**src/sv/ikr_pkg.sv**
```systemverilog
`default_nettype none

package ikr_pkg;

    // fixed widths of the channel fields
    localparam int VALUE_W = 64;
    localparam int EXP_W   = 7;
    localparam int ROOT_W  = 64;

    // commands from the controller to the datapath
    typedef struct packed {
        logic load;        // capture a new word
        logic trial_init;  // form the candidate, acc = candidate
        logic mul;         // register the partial products
        logic acc;         // fold the products into the trial power
        logic keep;        // candidate fits: take it into the root
        logic next_bit;    // move to the next lower result bit
        logic finish;      // register the result
    } t_cmd;

    // status from the datapath to the controller
    typedef struct packed {
        logic special;   // trivial radicand or degree, or degree at least the data width
        logic exceed;    // trial power is above the radicand
        logic last_mul;  // this fold is the last multiplication
        logic bit_zero;  // lowest result bit under test
    } t_sts;

endpackage

`default_nettype wire

```
**src/sv/ikr_ctrl.sv**
```systemverilog
`default_nettype none

module ikr_ctrl (
    input  wire logic          i_clk,
    input  wire logic          i_rst_n,
    input  wire logic          i_start,
    input  wire ikr_pkg::t_sts i_sts,
    output ikr_pkg::t_cmd      o_cmd,
    output logic               o_busy,
    output logic               o_valid
);
    import ikr_pkg::*;

    localparam logic [2:0] S_IDLE  = 3'd0;
    localparam logic [2:0] S_CHECK = 3'd1;
    localparam logic [2:0] S_INIT  = 3'd2;
    localparam logic [2:0] S_MUL   = 3'd3;
    localparam logic [2:0] S_ACC   = 3'd4;
    localparam logic [2:0] S_NEXT  = 3'd5;

    logic [2:0] r_state, n_state;
    logic       r_valid;
    t_cmd       cmd;

    // next state and commands
    always_comb begin
        n_state = r_state;
        cmd     = '0;
        case (r_state)
            S_IDLE: begin
                if (i_start) begin
                    cmd.load = 1'b1;
                    n_state  = S_CHECK;
                end
            end
            S_CHECK: begin
                if (i_sts.special) begin
                    cmd.finish = 1'b1;
                    n_state    = S_IDLE;
                end else begin
                    n_state = S_INIT;
                end
            end
            S_INIT: begin
                cmd.trial_init = 1'b1;
                n_state        = S_MUL;
            end
            S_MUL: begin
                cmd.mul = 1'b1;
                n_state = S_ACC;
            end
            S_ACC: begin
                if (i_sts.exceed) begin
                    n_state = S_NEXT;
                end else begin
                    cmd.acc = 1'b1;
                    if (i_sts.last_mul) begin
                        cmd.keep = 1'b1;
                        n_state  = S_NEXT;
                    end else begin
                        n_state = S_MUL;
                    end
                end
            end
            S_NEXT: begin
                if (i_sts.bit_zero) begin
                    cmd.finish = 1'b1;
                    n_state    = S_IDLE;
                end else begin
                    cmd.next_bit = 1'b1;
                    n_state      = S_INIT;
                end
            end
            default: begin
                n_state = S_IDLE;
            end
        endcase
    end

    // state and result strobe
    always_ff @(posedge i_clk) begin
        if (!i_rst_n) begin
            r_state <= S_IDLE;
            r_valid <= 1'b0;
        end else begin
            r_state <= n_state;
            r_valid <= cmd.finish;
        end
    end

    assign o_cmd   = cmd;
    assign o_busy  = (r_state != S_IDLE);
    assign o_valid = r_valid;

endmodule

`default_nettype wire

```
**config.mk**
```make
export PLATFORM = sky130hd
export DESIGN_NAME = ikr_ctrl
export DESIGN_NICKNAME = d
export VERILOG_FILES = /design/src/sv/ikr_pkg.sv /design/src/sv/ikr_ctrl.sv
export SDC_FILE = /design/constraint.sdc
export NUM_CORES = 1
export LEC_CHECK = 0
export ABC_CLOCK_PERIOD_IN_PS = 1200
export BUFFER_PORTS_ARGS = -buffer_cell sky130_fd_sc_hd__buf_4
export CELL_PAD_IN_SITES_DETAIL_PLACEMENT = 2
export CELL_PAD_IN_SITES_GLOBAL_PLACEMENT = 2
export CORE_ASPECT_RATIO = 0.9
export CORE_MARGIN = 2
export CORE_UTILIZATION = 17
export DETAILED_ROUTE_END_ITERATION = 10
export HOLD_SLACK_MARGIN = 0.1
export PLACE_DENSITY = 0.62
export SLEW_MARGIN = 20
export SYNTH_ARGS = -nofsm -noshare
export SYNTH_HDL_FRONTEND = slang
export SYNTH_SLANG_ARGS = --single-unit
export TNS_END_PERCENT = 5
```
**constraint.sdc**
```tcl
create_clock -name i_clk -period 1.2 [get_ports i_clk]
set_input_delay 0.12 -clock i_clk [delete_from_list [all_inputs] [get_ports i_clk]]
set_output_delay 0.12 -clock i_clk [all_outputs]
set_load 0.01 [all_outputs]
```
# --- Yosys cells after proc, flatten, opt, wreduce, memory -nomap -nowiden ---
# Index checks and enable logic that the tools add are counted.
totals:
  n_memories: 0
  latch_bits: 0
  out_inout_bits: 9
  register_bits: 4
  in_bits: 7
  ramBits: 0
  romBits: 0
  wordCells: 28
classes:
  shifts: 0
  n_div: 0
  eq_ne: 6
  reduce_logical: 2
  muxes: 18
  magnitude_cmp: 0
  n_bitwise: 0
  multipliers: 0
  addsub: 0
op_table:
  columns: ["operator", "count"]
  rows:
  - ["$pmux 3 s6", 1]
  - ["$mux 1", 9]
  - ["$mux 3", 3]
  - ["$mux 2", 4]
  - ["$eq 3x2->1 const B", 2]
  - ["$eq 3x3->1 const B", 2]
  - ["$eq 3x1->1 const B", 1]
  - ["$logic_not 3->1", 1]
  - ["$reduce_bool 3->1", 1]
  - ["$ne 2x2->1 const B", 1]
  - ["$pmux 1 s2", 1]

# --- Longest topological paths before layout ---
# Gate-level depths: netlist of run 1.
logic_depth:
  word_depth: 3
  depth_mapped: 4
  mapped_depth_nobuf: 3

# --- Worst setup path before layout of run 1 ---
# Ideal clock, no wire load.
synth_path:
  path_kind: "register -> register"
  from: "register r_state[2]"
  to: "register r_state[0]"
  n_path_buf: 1
  arrival_time_ns: 1.046
  setup_ns: 0.125
  setup_slack_ns: 0.029
  path_stages_with_launch: 5
  t_required_ns: 1.075
  synth_period_minus_slack_ns: 1.171
  cell_sequence: "dfxtp_1 buf_6 or4_4 nand3_2 nor2_1"
synth_between:
  elab_chain_len: 2
  elab_cells_between_ends: 8
synth_rtl:
  columns: ["element", "line", "rtl"]
  rows:
  - ["start, declared", "ikr_ctrl.sv:21", "logic [2:0] r_state, n_state;"]
  - ["start signal, assigned", "ikr_ctrl.sv:86", "r_state <= n_state;"]
  - ["$eq 3x3->1 (tied with other cells)", "ikr_ctrl.sv:29", "case (r_state)"]
  - ["$pmux 3 s6 or $ne 2x2->1 (tied branches)", null, null]
# Several ways; a longest one is shown, not always the timed one.
# A chain may end at the register's enable or synchronous reset.

==> metrics.md, run 1 <==
| Metric | Value |
|---|---|
| FF+latch area | `about 90 sq um` |
| Hold EP | `o_valid` |
| WS Path Type | `reg2out` |
| Buffers added on ports | `15` |
| Status | `finished with violations` |
| Footprint of the multi-input gates | `about 200 sq um` |
| CP Launch Type | `register` |
| DRT Wirelength | `about 930 microns` |
| Crit-path slowest cell | `or3_4` |
| Maximum buffer depth of the clock tree | `2` |
| Capturing point of the worst reg2reg path | `r_state[1]` |
| Fin crit period | `between 1 and 1.5 ns` |
| ANT nets after route | `0` |
| Worst Tran Pin Value | `between 0.15 and 0.2 ns` |
| EDFF count, synth | `0` |
| Share of cells above drive strength 1 | `roughly 70%` |
| Tcrit/Tclk final | `109%` |
| Layout Nets | `approximately 60` |
| Area Growth Syn to Fin | `89.3%` |
| Post-synth cell types | `19` |
| Seq cells post-synth | `4` |
| Die W | `44.9 microns` |
| Detailed placement HPWL | `700 microns` |
| Fin Setup TNS | `-0.276 ns` |
| Sequential fraction of the synthesis area | `31.2%` |
| Full die area | `roughly 1800 sq um` |
| Number of inserted diodes | `0` |
| Tot Pwr | `between 0.4 and 0.5 mW` |
| Leakage Power | `~0.21 nW` |
| Final setup viols | `5` |
| Post-synth top flop | `dfxtp_1` |
| Min-delay src | `i_rst_n` |
| Hold Path Depth | `2` |
| Synth top cells by count | `4 x dfxtp_1, 4 x nor2_1, 4 x nor3b_1` |
| Reg2Reg Setup Slack | `0.05 ns` |
| CTS buffer count | `3` |
| Setup Skew | `0.00549 ns` |
| Worst vdd ir | `approximately 360 uV` |
| Synthesized net count | `38` |
| Worst Slack Setup Final | `-0.104 ns` |
| Final Cell Area | `485 sq um` |
| Crit end category | `output port` |
| Vias post-DR | `around 310` |
| Synth top area cells | `dfxtp_1 31%, nor3b_1 12%, nand3b_1 5.9%` |
| Crit path DAT | `around 1.2 ns` |
| Core area | `around 1400 sq um` |
| Synth area leader | `dfxtp_1` |
| Yosys warns | `0` |
| Grt ovf | `0` |
| Max Cap Violations | `0` |
| Async set-or-reset flop fraction in the synthesized netlist | `0%` |
| First-iteration detailed-routing DRC count | `1` |
| Starting density of the core | `between 10% and 20%` |
| Clock Tree Root | `clkbuf_4` |
| Clock latency on the worst-skew pair | `about 0.23 ns` |
| Gpl congestion | `around 0.72` |
| Hold slack | `about 0.14 ns` |
| Fillers | `roughly 170` |
| Vias in the first global route | `slightly above 300` |
| Slew Limit Fails | `0` |
| Post-Synthesis Cells | `31` |
| Largest net degree at the start of global routing | `11` |
| GRT Util Overall | `11.0%` |
| Worst Reg2Reg Path Length in Cells | `4` |
| Placed cell area | `between 300 and 400 sq um` |
| CTS tree | `yes` |
| Crit-path max FO | `6` |
| Placed insts | `60` |
| Largest stage delay, worst path | `0.39 ns` |
| IO Pins | `16` |
| Proportion of netlist area held by the largest area contributor | `31.2%` |
| PwrDens | `898 nW/um^2` |
| Initial antenna violation count | `0` |
| DRT Pass-1 Iters | `4` |
| Hold crit path type | `in2reg` |
| CTS H-tree depth | `1` |
| Post-Syn Area per Cell | `between 8 and 9 sq um` |
| Max Clk Rate | `around 770 MHz` |
| CP Data Required Time | `around 1.1 ns` |
| DRC violations left | `0` |
| Site Rows | `13` |
| Vias per inst | `approximately 4.7` |
| Mapped Area | `roughly 260 sq um` |
| Fin cells | `65` |
| Failing checks | `negative setup slack` |
| Endpoints failing hold | `0` |
| Unrepaired setup endpoints after global routing | `yes` |
| Clock sink count | `4` |
| Reg clk slew, reported paths | `approximately 0.040 ns` |
| First-pass GRT wire length | `approximately 1400 microns` |
| Routed len/inst | `between 10 and 15 microns` |
| Reg2reg start | `r_state[0]` |
| CP cell instances | `or3_4 -> nor2_2 -> buf_4` |
| Die Span Y | `a little over 40 microns` |
| Relative slew slack | `approximately 87%` |
## routing by layer
layer / global-route usage [%] / vias to the layer above / wire length (microns)
met5: 0 / - / 0
met4: 8.82 / 0 / 23
met3: 1.76 / 2 / 52
met2: 19.6 / 11 / 501
met1: 11.9 / 149 / 354
li1: - / 145 / -
## metrics by stage
stage	utilization, %	worst slack (ns)
floorplan	-	0.0288
finish	33.9	-0.104
detailed placement	26.7	0.0153
global placement	26.7	0.0514
CTS	30.0	-0.129
global route	33.9	-0.141
## final cells by class
type,instances,area share [%]
inverter,2,1.55
tap,15,3.87
sequential,4,18.8
clock buffer,3,4.64
multi-input combinational,22,41.0
timing repair buffer,19,30.2
## sequential cells by signal, summed over array words and instances (netlist names)
| signal | flops |
|---|---|
| o_valid | 1 |
| r_state | 3 |
## layout by cell type (no fill, tap or decap)
| master | instances |
|---|---|
| buf_4 | 18 |
| clkbuf_4 | 3 |
| dfxtp_4 | 3 |
| nor3b_1 | 2 |
| nand3b_1 | 2 |
| inv_1 | 2 |
| nor3b_2 | 2 |
| nor2_2 | 2 |
| nand2_1 | 2 |
| nor2_1 | 2 |
| nor4bb_4 | 1 |
| or3_4 | 1 |
| mux2i_2 | 1 |
| and2_1 | 1 |
| or4_4 | 1 |
| nand3_4 | 1 |
| o21bai_1 | 1 |
| a21oi_2 | 1 |
| o211ai_1 | 1 |
| a21boi_0 | 1 |
| dfxtp_1 | 1 |
| buf_6 | 1 |
## worst max path at each step
stage               startpoint         end  slack, ns  cells after the start
global route        r_state[0]    o_cmd[6]      -0.14                      3
finish              r_state[0]    o_cmd[6]      -0.10                      3
floorplan           r_state[2]  r_state[0]       0.03                      4
detailed placement  r_state[2]  r_state[0]       0.02                      3
CTS                 r_state[2]    o_cmd[6]      -0.13                      3
global placement    r_state[2]  r_state[0]       0.05                      3
## report_power, final
part	total (mW)	switching [mW]	internal (mW)	leakage (nW)
Combinational	0.119	0.0491	0.0695	0.165
Sequential	0.149	0.0112	0.138	0.0348
Clock	0.168	0.0565	0.112	0.0138
Total	0.436	0.117	0.319	0.213
## timing repair
| item | 4_1_cts | 5_1_grt |
|---|---|---|
| hold buffers | 0 | 0 |
| pin swaps | 1 | 4 |
| endpoints found under the setup margin | 7 | 6 |
| setup buffers | 0 | 2 |
| gates resized for setup | 8 | 11 |
## critical path: cells and delay by family, from the launching register on
family / cells / cell delay, ns
and+or+nand+nor: 2 / 0.47
buffers and inverters: 1 / 0.12
DFF: 1 / 0.36
## cell families after synthesis
logic type	Yosys count	share of synthesized area [%]
multiplexers	1	3.90
flip-flops	4	31.2
AND/OR/NAND/NOR	17	43.4
buffers and inverters	5	10.7
AO/OA/AOI/OAI	4	10.7
(Power assumes the default switching activity.)
==> run 2: changes to the inputs <==
- BUFFER_PORTS_ARGS: -buffer_cell sky130_fd_sc_hd__buf_4 -> -buffer_cell sky130_fd_sc_hd__buf_2
==> run 2 against run 1 <==
- the run still ends with negative setup slack left
- non-clock buffer count is 2 higher
- clock skew is essentially flat
- clock-buffer cell count did not move
- worst setup slack worse by 0.028 ns
- die area unchanged
- design area decreased by 3.6%
- core utilization shrank 1.2 points
- wire length shrank 15%
- hold slack worse by 0.0012 ns
- via count down 1.3%
- maximum frequency is 2.1% lower
- critical path depth is the same
==> metrics.md, run 2 (same netlist as run 1, synthesis figures left out) <==
| Metric | Value |
|---|---|
| Status | `finished with violations` |
| Failing checks | `negative setup slack` |
| Max reg flops | `3 (unchanged)` |
| Vias post-DR | `303 (-1.3%)` |
| Setup Skew | `0.00518 ns (-0.000310 ns)` |
| Crit path DAT | `1.21 ns (+0.03 ns)` |
| Vias in the first global route | `271 (-10%)` |
| PwrDens | `929 nW/um^2 (+3.4%)` |
| Share of cells above drive strength 1 | `71.2% (+1.2 points)` |
| Worst Tran Pin Value | `0.195 ns (-0.00247 ns)` |
| CTS hold repair buffers | `0 (unchanged)` |
| Layout Nets | `61 (+3.4%)` |
| Clock Tree Root | `clkbuf_4` |
| Buffers added on ports | `15 (unchanged)` |
| Full die area | `1840 sq um (unchanged)` |
| Die Span Y | `40.9 microns (unchanged)` |
| Leakage Power | `0.222 nW (+4.1%)` |
| Tcrit/Tclk final | `111% (+2.3 points)` |
| Largest net degree at the start of global routing | `11 (unchanged)` |
| Fin cells | `67 (+3.1%)` |
| Grt ovf | `0 (unchanged)` |
| Commonest non-fill, non-tap cell in the layout | `buf_2` |
| Max Clk Rate | `751 MHz (-2.1%)` |
| First-pass GRT wire length | `1200 microns (-13%)` |
| Core area | `1430 sq um (unchanged)` |
| First-iteration detailed-routing DRC count | `3 (+2)` |
| Placed cell area | `345 sq um (-9.8%)` |
| Clock sink count | `4 (unchanged)` |
| Gpl congestion | `0.674 (-6.8%)` |
| IO Pins | `16 (unchanged)` |
| Maximum buffer depth of the clock tree | `2 (unchanged)` |
| Site Rows | `13 (unchanged)` |
| WS Path Type | `reg2out` |
| DRT Wirelength | `795 microns (-15%)` |
| GRT Util Overall | `9.55% (-1.5 points)` |
| Worst vdd ir | `279 uV (-23%)` |
| Vias per inst | `4.52 (-4.2%)` |
| ANT nets after route | `0 (unchanged)` |
| Unrepaired setup endpoints after global routing | `yes` |
| CTS H-tree depth | `1 (unchanged)` |
| Worst Slack Setup Final | `-0.131 ns (-0.0278 ns)` |
| Slew Limit Fails | `0 (unchanged)` |
| Hold crit path type | `in2reg` |
| Placed insts | `60 (unchanged)` |
| Number of inserted diodes | `0 (unchanged)` |
| Fin Setup TNS | `-0.250 ns (+0.0264 ns)` |
| Clock latency on the worst-skew pair | `0.24 ns (about the same)` |
| CTS tree | `yes` |
| CP Launch Type | `register` |
| Initial antenna violation count | `0 (unchanged)` |
| Crit end category | `output port` |
| Routed len/inst | `11.9 microns (-17%)` |
| Starting density of the core | `17.9% (unchanged)` |
| DP Worst Slack | `-0.00525 ns (-0.0205 ns)` |
| Endpoints failing hold | `0 (unchanged)` |
| Area Growth Syn to Fin | `82.4%` |
| Relative slew slack | `86.7% (+0.17 points)` |
| Reg2Reg Setup Slack | `0.06 ns (about the same)` |
| Crit-path max FO | `8 (+2)` |
| Tot Pwr | `0.435 mW (-0.29%)` |
| Most frequent cells in the layout | `13 x buf_2, 5 x buf_4, 3 x clkbuf_4, 3 x buf_6, 3 x dfxtp_4` |
| Fin crit period | `1.33 ns (+0.0278 ns)` |
| DRC violations left | `0 (unchanged)` |
| Die W | `44.9 microns (unchanged)` |
| CP Data Required Time | `1.08 ns (about the same)` |
| CTS buffer count | `3 (unchanged)` |
| Max Cap Violations | `0 (unchanged)` |
| Reg clk slew, reported paths | `0.04 ns (about the same)` |
| DRT Pass-1 Iters | `2 (-2)` |
| Final setup viols | `5 (unchanged)` |
| Final Cell Area | `468 sq um (-3.6%)` |
| Register name with the most flops | `r_state` |
run 2: changes by cell type in the layout (fill, tap and decap cells not counted), moves of 2 or more:
cell    before  now
nor2_4       0    2
buf_2        0   13
buf_6        1    3
buf_4       18    5
nor2_2       2    0
run 2: final cells by class:
cell class	count	area, sq um
clock buffer	3	22.5
fill	179	963
inverter	2	7.51
multi-input combinational	22	191
sequential	4	91.3
tap	15	18.8
timing repair buffer	21	136
run 2: metrics by stage:
step           hold slack, ns  utilization, %
4_1_cts                 0.129            28.6
3_3_place_gp            0.389            24.1
3_5_place_dp            0.386            24.1
2_1_floorplan           0.242               -
5_1_grt                 0.150            32.7
6_report                0.136            32.7
run 2: power breakdown:
part           internal, mW  switching [mW]  total [mW]
sequential            0.138          0.0140       0.152
combinational        0.0633          0.0437       0.107
clock                 0.112          0.0634       0.176
run 2: repair_timing:
item / CTS / global route
buffers inserted: 2 / 2
endpoints found under the setup margin: 10 / 8
pin swaps: 1 / 3
hold endpoints to repair: 0 / 0
resized for setup: 9 / 10
run 2: final timing paths:
kind | startpoint | to | cells after the start
worst max register to register | r_state[2] | r_state[1] | 3
worst min register to register | r_state[0] | r_state[0] | 2
worst max-delay path | r_state[0] | o_cmd[6] | 3
worst min-delay path | i_rst_n | r_state[0] | 3
run 2: metal layers:
| metal | routed length, microns | part of all wire (%) | global-route usage [%] | up-vias |
|---|---|---|---|---|
| met5 | 0 | 0 | 0 | - |
| met4 | 29 | 3.6 | 8.82 | 0 |
| met3 | 60 | 7.5 | 0 | 3 |
| met2 | 326 | 41 | 13.6 | 14 |
| met1 | 379 | 48 | 13.2 | 137 |
| li1 | - | - | - | 149 |
run 2: worst max-delay path, stage by stage (launching register included):
cell and delay [ns]:
dfxtp_4 0.37, or3_4 0.41, nor2_4 0.09, buf_6 0.10
==> run 3: changes to the inputs <==
- CELL_PAD_IN_SITES_DETAIL_PLACEMENT: 2 -> 1
==> run 3 against run 2 <==
- final cell count shrank 3.0%
- die area unchanged
- the run still ends with negative setup slack left
- clock power is 4% lower
- largest power group unchanged
- register-to-register slack barely moved
==> metrics.md, run 3 (same netlist as run 1, synthesis figures left out) <==
| Metric | Value |
|---|---|
| Relative slew slack | `84.0% (-2.7 points)` |
| Routed len/inst | `11.6 microns (-2.6%)` |
| Tcrit/Tclk final | `110% (-0.68 points)` |
| Full die area | `1840 sq um (unchanged)` |
| CP Launch Type | `register` |
| Setup Skew | `0.00419 ns (-0.000991 ns)` |
| Area Growth Syn to Fin | `65.9%` |
| Crit path DAT | `1.20 ns (about the same)` |
| First-iteration detailed-routing DRC count | `5 (+2)` |
| Die W | `44.9 microns (unchanged)` |
| Reg2Reg Setup Slack | `0.07 ns (about the same)` |
| GRT Util Overall | `8.51% (-1.0 points)` |
| Worst vdd ir | `262 uV (-6.0%)` |
| Unrepaired setup endpoints after global routing | `yes` |
| First-pass GRT wire length | `1080 microns (-10%)` |
| Reg clk slew, reported paths | `0.04 ns (about the same)` |
| Maximum buffer depth of the clock tree | `2 (unchanged)` |
| Clock latency on the worst-skew pair | `0.24 ns (about the same)` |
| Placed cell area | `345 sq um (unchanged)` |
| Psw | `0.108 mW (-11%)` |
| Core area | `1430 sq um (unchanged)` |
| Commonest non-fill, non-tap cell in the layout | `buf_2` |
| Max Clk Rate | `756 MHz (+0.62%)` |
| CTS buffer count | `3 (unchanged)` |
| Gpl congestion | `0.674 (unchanged)` |
| Crit end category | `output port` |
| Vias per inst | `4.49 (-0.67%)` |
| Register name with the most flops | `r_state` |
| Leakage Power | `0.205 nW (-7.8%)` |
| Hold slack | `0.147 ns (+0.0116 ns)` |
| Number of inserted diodes | `0 (unchanged)` |
| Clock share of power | `41.6% (+1.1 points)` |
| Fin crit period | `1.32 ns (-0.00822 ns)` |
| Initial antenna violation count | `0 (unchanged)` |
| Starting density of the core | `17.9% (unchanged)` |
| CTS H-tree depth | `1 (unchanged)` |
| Worst Tran Pin Value | `0.234 ns (+0.0383 ns)` |
| Vias in the first global route | `261 (-3.7%)` |
| Max reg flops | `3 (unchanged)` |
| PwrDens | `957 nW/um^2 (+3.0%)` |
| CTS hold repair buffers | `0 (unchanged)` |
| Sw Share | `26.4% (-1.4 points)` |
| CTS tree | `yes` |
| WS Path Type | `reg2out` |
| Clock sink count | `4 (unchanged)` |
| Comb power frac | `21.4% (-3.2 points)` |
| Status | `finished with violations` |
| ANT nets after route | `0 (unchanged)` |
| Final setup viols | `5 (unchanged)` |
| Final Cell Area | `425 sq um (-9.1%)` |
| Sequential power share | `37.0% (+2.1 points)` |
| Die Span Y | `40.9 microns (unchanged)` |
| Slew Limit Fails | `0 (unchanged)` |
| Largest net degree at the start of global routing | `11 (unchanged)` |
| Int Pwr | `0.299 mW (-4.5%)` |
| Most frequent cells in the layout | `16 x buf_2, 3 x clkbuf_4, 3 x dfxtp_4` |
| Failing checks | `negative setup slack` |
| IO Pins | `16 (unchanged)` |
| Hold crit path type | `in2reg` |
| DRT Pass-1 Iters | `3 (+1)` |
| Clock Tree Root | `clkbuf_4` |
| Worst Slack Setup Final | `-0.123 ns (+0.00822 ns)` |
| Buffers added on ports | `15 (unchanged)` |
| Vias post-DR | `292 (-3.6%)` |
| Site Rows | `13 (unchanged)` |
| Layout Nets | `59 (-3.3%)` |
| Final core utilization | `29.7% (-3.0 points)` |
| Endpoints failing hold | `0 (unchanged)` |
| DRC violations left | `0 (unchanged)` |
| Crit-path max FO | `6 (-2)` |
| Max Cap Violations | `0 (unchanged)` |
| DRT Wirelength | `751 microns (-5.5%)` |
| Share of cells above drive strength 1 | `66.0% (-5.2 points)` |
| Grt ovf | `0 (unchanged)` |
| CP Data Required Time | `1.08 ns (about the same)` |
==> run 3: metal layers <==
layer  GRT usage, %  share of wire (%)
met1           10.9                 47
met3           1.32                5.2
met2           12.9                 46
met5              0                  0
met4           6.62                2.3
==> run 3: power groups by stage <==
stage / Clock, mW / Combinational [mW] / Sequential [mW]
6_report: 0.169 / 0.0871 / 0.151
5_1_grt: 0.181 / 0.0961 / 0.153
4_1_cts: 0.180 / 0.0775 / 0.150
3_5_place_dp: 0 / 0.0723 / 0.155
3_3_place_gp: 0 / 0.0715 / 0.155
2_1_floorplan: 0 / 0.0487 / 0.144
==> run 3: worst paths after layout <==
path / startpoint / end / depth (start not counted)
hold / removal: i_rst_n / o_valid / 2
setup / recovery: r_state[2] / o_cmd[6] / 3
hold reg to reg: r_state[0] / r_state[0] / 1
setup reg to reg: r_state[1] / r_state[1] / 4
==> run 3: timing repair <==
item / 4_1_cts / 5_1_grt
setup buffers: 1 / 1
pin swaps: 4 / 3
setup endpoints to repair: 9 / 9
gates resized for setup: 8 / 7
==> run 3: layout make-up <==
| type | count | area, sq um |
|---|---|---|
| fill | 185 | 1010 |
| multi-input combinational | 22 | 175 |
| timing repair buffer | 19 | 110 |
| sequential | 4 | 91.3 |
| clock buffer | 3 | 22.5 |
| tap | 15 | 18.8 |
| inverter | 2 | 7.51 |
==> run 3: metrics by stage <==
step	TNS (ns)	total power [mW]	std cells	setup slack [ns]
CTS	-0.460	0.408	64	-0.129
finish	-0.301	0.407	65	-0.123
floorplan	0	0.193	31	0.0288
detailed placement	0	0.227	60	0.00377
global route	-0.693	0.431	65	-0.167
global placement	0	0.227	60	0.0117
==> run 3: critical path, stage by stage, from the launching register on <==
cell     delay [ns]
dfxtp_4        0.35
or3_4          0.39
nor2_2         0.10
buf_2          0.13
